**src/rtl/core/jet_pkg.sv**
```systemverilog
// ----------------------------------------------------------------------------
// jet_pkg: shared types and constants for the Julia escape-time core
// Number formats, register map, reset values, sequencer states and the
// saturation helper used by the update step.
// ----------------------------------------------------------------------------
package jet_pkg;

  // Field widths
  localparam int ZW   = 32;   // z components, signed Q14.18
  localparam int CW   = 22;   // c components, signed Q4.18
  localparam int RW   = 25;   // escape radius, unsigned Q7.18
  localparam int IW   = 16;   // iteration count / step index
  localparam int FRAC = 18;   // fraction bits

  // Shared multiplier: signed operands, product kept to 64 bits
  localparam int MW   = 33;
  localparam int PW   = 64;
  localparam int R2W  = 2 * RW;   // squared radius
  localparam int NW   = 48;       // update sum before saturation

  // Register map (index = paddr[3:2])
  localparam int AW = 4;
  localparam logic [1:0] REG_C_REAL    = 2'd0;
  localparam logic [1:0] REG_C_IMAG    = 2'd1;
  localparam logic [1:0] REG_RADIUS    = 2'd2;
  localparam logic [1:0] REG_MAX_ITER  = 2'd3;

  // Reset values
  localparam logic signed [CW-1:0] C_REAL_RST   = -22'sd104858;
  localparam logic signed [CW-1:0] C_IMAG_RST   = 22'sd157286;
  localparam logic        [RW-1:0] RADIUS_RST   = 25'd23356824;
  localparam logic        [IW-1:0] MAX_ITER_RST = 16'd1000;

  // Sequencer states
  typedef enum logic [6:0] {
    ST_IDLE = 7'b0000001,
    ST_R2   = 7'b0000010,
    ST_RR   = 7'b0000100,
    ST_II   = 7'b0001000,
    ST_RI   = 7'b0010000,
    ST_UPD  = 7'b0100000,
    ST_DONE = 7'b1000000
  } state_t;

  // Clamp a sum to the signed 32-bit range
  function automatic logic signed [ZW-1:0] sat_z(input logic signed [NW-1:0] x);
    logic signed [NW-1:0] hi;
    logic signed [NW-1:0] lo;
    hi = NW'(signed'({1'b0, {(ZW-1){1'b1}}}));
    lo = -hi - NW'(signed'(1));
    if (x > hi) begin
      sat_z = {1'b0, {(ZW-1){1'b1}}};
    end else if (x < lo) begin
      sat_z = {1'b1, {(ZW-1){1'b0}}};
    end else begin
      sat_z = x[ZW-1:0];
    end
  endfunction

endpackage

```
**src/rtl/core/jet_mul.sv**
```systemverilog
// ----------------------------------------------------------------------------
// jet_mul: shared signed multiplier
// One 33x33 signed multiply per cycle with a registered 64-bit product.
// ----------------------------------------------------------------------------
module jet_mul (
  input  logic                            clk,
  input  logic signed [jet_pkg::MW-1:0]   a,
  input  logic signed [jet_pkg::MW-1:0]   b,
  output logic signed [jet_pkg::PW-1:0]   prod_r
);
  import jet_pkg::*;

  logic signed [2*MW-1:0] full;

  // Form the exact product, keep the low 64 bits (all values fit)
  assign full = a * b;

  always_ff @(posedge clk) begin
    prod_r <= signed'(full[PW-1:0]);
  end

endmodule

```
**src/rtl/core/julia_escape_time_core.sv**
```systemverilog
// ----------------------------------------------------------------------------
// julia_escape_time_core: Julia set escape-time iterator
// Iterates z = z*z + c on a Q14.18 start point and reports the first escape.
// ----------------------------------------------------------------------------
// One start point is taken per input beat and one result beat comes out for
// it. All products go through a single shared 33x33 multiplier, so each update
// of z steps through re*re, im*im, re*im and then the update; the squares of
// the new z are reused as the magnitude test of the previous update. in_tready
// is high only while the sequencer is idle; the finished result sits in an
// output register until taken, and the next point is accepted meanwhile.
// Configuration writes must happen while the core is idle.
// ----------------------------------------------------------------------------
module julia_escape_time_core (
  input  logic        clk,
  input  logic        rst_n,
  // Start point beats
  input  logic        in_tvalid,
  output logic        in_tready,
  input  logic [63:0] in_tdata,    // [31:0] start_real, [63:32] start_imag
  // Result beats
  output logic        out_tvalid,
  input  logic        out_tready,
  output logic [15:0] out_tdata,   // [15:0] escape_step
  output logic        out_tuser,   // [0] escaped
  // Configuration port
  input  logic                    cfg_psel,
  input  logic                    cfg_penable,
  input  logic                    cfg_pwrite,
  input  logic [jet_pkg::AW-1:0]  cfg_paddr,
  input  logic [31:0]             cfg_pwdata,
  output logic [31:0]             cfg_prdata,
  output logic                    cfg_pready
);
  import jet_pkg::*;

  // Configuration registers
  logic signed [CW-1:0] c_real_r;
  logic signed [CW-1:0] c_imag_r;
  logic        [RW-1:0] radius_r;
  logic        [IW-1:0] max_iter_r;
  logic                 cfg_wr;
  logic [1:0]           cfg_idx;

  // Sequencer and datapath
  state_t               state_r, state_nxt;
  logic signed [ZW-1:0] re_r, re_nxt;
  logic signed [ZW-1:0] im_r, im_nxt;
  logic        [R2W-1:0] r2_r, r2_nxt;
  logic signed [PW-1:0] rr_r, rr_nxt;
  logic signed [PW-1:0] diff_r, diff_nxt;
  logic        [IW-1:0] cnt_r, cnt_nxt;
  logic        [IW-1:0] res_step_r, res_step_nxt;
  logic                 res_esc_r, res_esc_nxt;
  logic                 out_valid_r, out_valid_nxt;
  logic        [IW-1:0] out_step_r, out_step_nxt;
  logic                 out_esc_r, out_esc_nxt;

  logic signed [MW-1:0] mul_a, mul_b;
  logic signed [PW-1:0] prod_r;
  logic        [PW:0]   mag;
  logic                 esc_hit;
  logic signed [PW-1:0] nr_shift, ni_shift;
  logic signed [NW-1:0] nr_sum, ni_sum;
  logic                 in_acc, out_acc, out_load;

  assign in_acc  = in_tvalid && in_tready;
  assign out_acc = out_valid_r && out_tready;

  // Configuration writes and reads
  assign cfg_pready = 1'b1;
  assign cfg_idx    = cfg_paddr[3:2];
  assign cfg_wr     = cfg_psel && cfg_penable && cfg_pwrite && cfg_pready;

  always_ff @(posedge clk) begin
    if (!rst_n) begin
      c_real_r   <= C_REAL_RST;
      c_imag_r   <= C_IMAG_RST;
      radius_r   <= RADIUS_RST;
      max_iter_r <= MAX_ITER_RST;
    end else if (cfg_wr) begin
      case (cfg_idx)
        REG_C_REAL:   c_real_r   <= signed'(cfg_pwdata[CW-1:0]);
        REG_C_IMAG:   c_imag_r   <= signed'(cfg_pwdata[CW-1:0]);
        REG_RADIUS:   radius_r   <= cfg_pwdata[RW-1:0];
        REG_MAX_ITER: max_iter_r <= cfg_pwdata[IW-1:0];
        default: ;
      endcase
    end
  end

  always_comb begin
    case (cfg_idx)
      REG_C_REAL:   cfg_prdata = 32'(c_real_r);
      REG_C_IMAG:   cfg_prdata = 32'(c_imag_r);
      REG_RADIUS:   cfg_prdata = {{(32-RW){1'b0}}, radius_r};
      REG_MAX_ITER: cfg_prdata = {{(32-IW){1'b0}}, max_iter_r};
      default:      cfg_prdata = '0;
    endcase
  end

  // Pick the multiplier operands for this step
  always_comb begin
    case (state_r)
      ST_R2: begin
        mul_a = signed'({{(MW-RW){1'b0}}, radius_r});
        mul_b = signed'({{(MW-RW){1'b0}}, radius_r});
      end
      ST_RR: begin
        mul_a = MW'(re_r);
        mul_b = MW'(re_r);
      end
      ST_II: begin
        mul_a = MW'(im_r);
        mul_b = MW'(im_r);
      end
      ST_RI: begin
        mul_a = MW'(re_r);
        mul_b = MW'(im_r);
      end
      default: begin
        mul_a = '0;
        mul_b = '0;
      end
    endcase
  end

  jet_mul u_mul (
    .clk    (clk),
    .a      (mul_a),
    .b      (mul_b),
    .prod_r (prod_r)
  );

  // Magnitude of the last update: rr_r + ii (ii is in the product register)
  assign mag     = {1'b0, rr_r} + {1'b0, prod_r};
  assign esc_hit = mag > {{(PW+1-R2W){1'b0}}, r2_r};

  // Update terms: floor shifts, add c
  assign nr_shift = diff_r >>> FRAC;
  assign ni_shift = prod_r >>> (FRAC - 1);
  assign nr_sum   = signed'(nr_shift[NW-1:0]) + NW'(c_real_r);
  assign ni_sum   = signed'(ni_shift[NW-1:0]) + NW'(c_imag_r);

  assign out_load = (state_r == ST_DONE) && (!out_valid_r || out_tready);

  // Sequencer
  always_comb begin
    state_nxt    = state_r;
    re_nxt       = re_r;
    im_nxt       = im_r;
    r2_nxt       = r2_r;
    rr_nxt       = rr_r;
    diff_nxt     = diff_r;
    cnt_nxt      = cnt_r;
    res_step_nxt = res_step_r;
    res_esc_nxt  = res_esc_r;
    case (state_r)
      ST_IDLE: begin
        if (in_acc) begin
          re_nxt  = signed'(in_tdata[ZW-1:0]);
          im_nxt  = signed'(in_tdata[2*ZW-1:ZW]);
          cnt_nxt = '0;
          if (max_iter_r == '0) begin
            res_step_nxt = '0;
            res_esc_nxt  = 1'b0;
            state_nxt    = ST_DONE;
          end else begin
            state_nxt = ST_R2;
          end
        end
      end
      ST_R2: begin
        state_nxt = ST_RR;
      end
      ST_RR: begin
        // squared radius arrives on the first pass only
        if (cnt_r == '0) begin
          r2_nxt = prod_r[R2W-1:0];
        end
        state_nxt = ST_II;
      end
      ST_II: begin
        rr_nxt    = prod_r;
        state_nxt = ST_RI;
      end
      ST_RI: begin
        diff_nxt = rr_r - prod_r;
        if (cnt_r != '0 && esc_hit) begin
          res_step_nxt = cnt_r - IW'(1);
          res_esc_nxt  = 1'b1;
          state_nxt    = ST_DONE;
        end else if (cnt_r == max_iter_r) begin
          res_step_nxt = '0;
          res_esc_nxt  = 1'b0;
          state_nxt    = ST_DONE;
        end else begin
          state_nxt = ST_UPD;
        end
      end
      ST_UPD: begin
        re_nxt    = sat_z(nr_sum);
        im_nxt    = sat_z(ni_sum);
        cnt_nxt   = cnt_r + IW'(1);
        state_nxt = ST_RR;
      end
      ST_DONE: begin
        if (out_load) begin
          state_nxt = ST_IDLE;
        end
      end
      default: begin
        state_nxt = ST_IDLE;
      end
    endcase
  end

  // Output register: load a finished result, drop it once taken
  always_comb begin
    out_valid_nxt = out_valid_r;
    out_step_nxt  = out_step_r;
    out_esc_nxt   = out_esc_r;
    if (out_load) begin
      out_valid_nxt = 1'b1;
      out_step_nxt  = res_step_r;
      out_esc_nxt   = res_esc_r;
    end else if (out_acc) begin
      out_valid_nxt = 1'b0;
    end
  end

  // Control state
  always_ff @(posedge clk) begin
    if (!rst_n) begin
      state_r     <= ST_IDLE;
      out_valid_r <= 1'b0;
    end else begin
      state_r     <= state_nxt;
      out_valid_r <= out_valid_nxt;
    end
  end

  // Payload
  always_ff @(posedge clk) begin
    re_r       <= re_nxt;
    im_r       <= im_nxt;
    r2_r       <= r2_nxt;
    rr_r       <= rr_nxt;
    diff_r     <= diff_nxt;
    cnt_r      <= cnt_nxt;
    res_step_r <= res_step_nxt;
    res_esc_r  <= res_esc_nxt;
    out_step_r <= out_step_nxt;
    out_esc_r  <= out_esc_nxt;
  end

  assign in_tready  = (state_r == ST_IDLE);
  assign out_tvalid = out_valid_r;
  assign out_tdata  = out_step_r;
  assign out_tuser  = out_esc_r;

endmodule
```
**config.mk**
```make
export PLATFORM = sky130hd
export DESIGN_NAME = julia_escape_time_core
export DESIGN_NICKNAME = d
export VERILOG_FILES = /design/src/rtl/core/jet_pkg.sv /design/src/rtl/core/jet_mul.sv /design/src/rtl/core/julia_escape_time_core.sv
export SDC_FILE = /design/constraint.sdc
export NUM_CORES = 2
export LEC_CHECK = 0
export ABC_AREA = 0
export BUFFER_PORTS_ARGS = -buffer_cell sky130_fd_sc_hd__buf_2
export CORE_UTILIZATION = 65
export CTS_CLUSTER_SIZE = 16
export DETAILED_ROUTE_END_ITERATION = 12
export PLACE_DENSITY = 0.82
export RECOVER_POWER = 50
export SLEW_MARGIN = 20
export SYNTH_ARGS = -nofsm -noshare
export SYNTH_HDL_FRONTEND = slang
export SYNTH_SLANG_ARGS = --single-unit
```
**constraint.sdc**
```tcl
create_clock -name clk -period 19.1 [get_ports clk]
set_input_delay 5.73 -clock clk [delete_from_list [all_inputs] [get_ports clk]]
set_output_delay 5.73 -clock clk [all_outputs]
set_load 0.1 [all_outputs]
```
==> metrics <==
r2r worst-path depth=32; run status=finished, violations left; Post-CTS Hold Fix Bufs=0; row cnt=approximately 120; Post-synth EDFFs=274; NumNets Final=~8900; H-tree depth reported by CTS=2; Worst R2R Start=state_r[0]; first-pass GRT wire length=320000 um; GP Congestion=0.983; # fillers=7655; final max-slew violation count=300; Synth cell types=89; Worst setup SP type=flip-flop; sequential share of power=about 40%; Buffers on Ports=roughly 150; Synth top area share=33.9%; latest clock arrival within the worst-skew pair=roughly 0.6 ns; Max FO, Critical Path=65; Most common cell on crit path=fa_1; Post-synth top flop=edfxtp_1; Hold Startpoint=res_step_r[0]; Static Leak=around 32 nW; Final period util=81.7%; Avg Inst Size Synth=9.03 sq um; Post-CTS Setup Bufs=0; areal power density over the cells=42.4 mW/mm^2; final clock skew=about 0.028 ns; RSZ-0062 raised after global routing=no; ANT nets after route=0; CP delay by family, top=adder cells; vias in the first global route=55674; residual DRC count=0; final worst path period need=around 16 ns; # setup viols final=0; antenna violations before repair=17; FF/Latch Area=0.0114 sq mm; Pre-antenna DRT Iters=6; gr usage total=41.6%; synthesis-to-finish area growth=5.84%; via count=53932; Yosys warnings=0; DR vias/cell=6.30; largest net degree at the start of global routing=66; failing checks=max-capacitance violations, max-slew violations; Bufs on Longest Clock Path=3; most common cell after layout, fill and taps aside=inv_1; Syn Inst Count=7250; Slew HR=-147%; Initial Util=65.5%; Seq/Total Area, Yosys=17.4%; Synth Register Bits=431; Switch Pwr=1.11 mW; combined area of the multi-input logic cells=0.0484 sq mm; required time of the worst setup path=around 20 ns; drt wl/cell=between 20 and 25 um; Hold Path Depth=0; Logic pwr share=28.7%; # IOs=159; Least-Margin Pin Slew=3.71 ns; Post-synth ARST share=0%; Final Hold Viols=0; Min-Delay Endpoint=out_tdata[0]; Syn Std Cell Area=0.0655 sq mm; Clk pin slew, worst setup/hold paths=0.07 ns; layout cell share with drive strength beyond 1=around 6.3%; internal power=1.83 mW; R2R Setup Slk=3.50 ns; Crit Path Class=flip-flop to flip-flop; switching share of power=37.8%; CORE AREA=about 0.10 sq mm; clk root buf=clkbuf_16; clock group share of total power=between 30% and 40%; Iter 0 DRT Violations=5832; maximum VDD drop=0.0561 mV; syn nets=8949; most frequent cells in the layout=inv_1 (1274), fa_1 (1108), nor2_1 (842); ranking of synthesized cells by area=fa_1 (34%), edfxtp_1 (13%), ha_1 (9.2%), inv_1 (7.3%), nor2_1 (4.8%); cts repair resizes=0; Critical Path Sink Type=flip-flop; CP max stage delay=approximately 2.7 ns; RR Endpoint=u_mul.prod_r[62]; CTS sink count=431; final setup TNS=0 ns; slowest cell on the critical path=clkbuf_1; DIE AREA=0.102 sq mm; CTS tree=done; worst path bufs/invs=6; cts bufs inserted=42; arrival time of the worst setup path=16.12 ns; dpl hpwl=about 160000 um; cell taking the most area after synthesis=fa_1; max cap viols=7; total grt overflow=0; Die W=319 um; Achievable Freq=64.1 MHz; Hold WC Path Type=flip-flop to flip-flop; Layout Utilization=69.3%; final WL=209000 um; Die Span Y=319 um
## power groups by stage
stage	Combinational [mW]	Clock, mW	Sequential (mW)
6_report	0.844	0.916	1.18
5_1_grt	0.884	0.957	1.19
4_1_cts	0.816	0.917	1.18
3_5_place_dp	0.810	0	1.20
3_3_place_gp	0.796	0	1.19
2_1_floorplan	0.529	0	1.16
## flip-flops by register name (all words and copies together), names as in the netlist
register / flops
re_r: 32
u_mul.prod_r: 64
im_r: 32
out_tvalid: 1
res_step_r: 16
c_real_r: 22
out_tuser: 1
state_r: 7
out_tdata: 16
rr_r: 64
res_esc_r: 1
max_iter_r: 16
radius_r: 25
diff_r: 46
c_imag_r: 22
r2_r: 50
cnt_r: 16
## synth_stat cells, types with 44 or more instances
cell	n
dfxtp_1	157
o21bai_1	49
fa_1	1108
a21oi_1	325
a21o_1	112
edfxtp_1	274
a221oi_1	53
xnor2_1	204
inv_1	1274
clkbuf_1	313
nand2_1	837
ha_1	484
nor4_1	44
nor2_1	843
nand3_1	103
xor2_1	82
and2_1	61
o21ai_0	166
nand4_1	55
nor3_1	59
## kinds of logic (layout without fill, tap and decap cells)
| kind of cell | after synthesis | count (layout) | share of synthesized area [%] |
|---|---|---|---|
| compound gates | 1076 | 1076 | 11.0 |
| xor+xnor | 286 | 286 | 3.83 |
| fa+ha+maj | 1592 | 1592 | 43.1 |
| buf+inv | 1620 | 1625 | 9.37 |
| flops | 431 | 431 | 17.4 |
| mux | 28 | 28 | 0.734 |
| other cells | 1 | 6 | 0.00573 |
| simple gates | 2216 | 2216 | 14.6 |
## how the worst max path moves through the flow
stage | from | end | slack (ns) | depth (start not counted)
after detailed placement | cfg_paddr[2] | cfg_prdata[21] | 5.55 | 6
after global routing | state_r[0] | u_mul.prod_r[62] | 2.86 | 34
after global placement | cfg_paddr[2] | cfg_prdata[21] | 5.63 | 6
after floorplan | cfg_paddr[2] | cfg_prdata[21] | 4.37 | 5
final | state_r[0] | u_mul.prod_r[62] | 3.50 | 32
after CTS | cfg_paddr[2] | cfg_prdata[21] | 5.55 | 6
## area by class of cell
cell class / count / area share, %
clock buffers: 58 / 1.80
flip-flops and latches: 431 / 16.4
repair buffers: 270 / 2.34
inverters: 1277 / 6.92
well taps: 1298 / 2.34
clock inverters: 20 / 0.356
diodes: 5 / 0.0181
multi-input cells: 5199 / 69.8
## metal layers
metal  global-route usage [%]  routed length (um)  up-vias
met1                     51.8               74400    26492
met4                     26.2               16400       18
li1                         -                   -    23114
met3                     10.1               24400      975
met5                        0                 107        -
met2                     65.5               94100     3333
## metrics by stage
| step | total power, mW | setup slack (ns) | area (sq um) | std cells | hold WS [ns] |
|---|---|---|---|---|---|
| finish | 2.94 | 3.50 | 69300 | 8558 | 0.420 |
| global route | 3.03 | 2.86 | 69300 | 8555 | 0.423 |
| CTS | 2.91 | 5.55 | 69400 | 8553 | 0.421 |
| detailed placement | 2.01 | 5.55 | 67900 | 8475 | 0.405 |
| global placement | 1.99 | 5.63 | 67800 | 8473 | 0.402 |
| floorplan | 1.69 | 4.37 | 65500 | 7250 | 0.400 |
(Power assumes the default switching activity.)
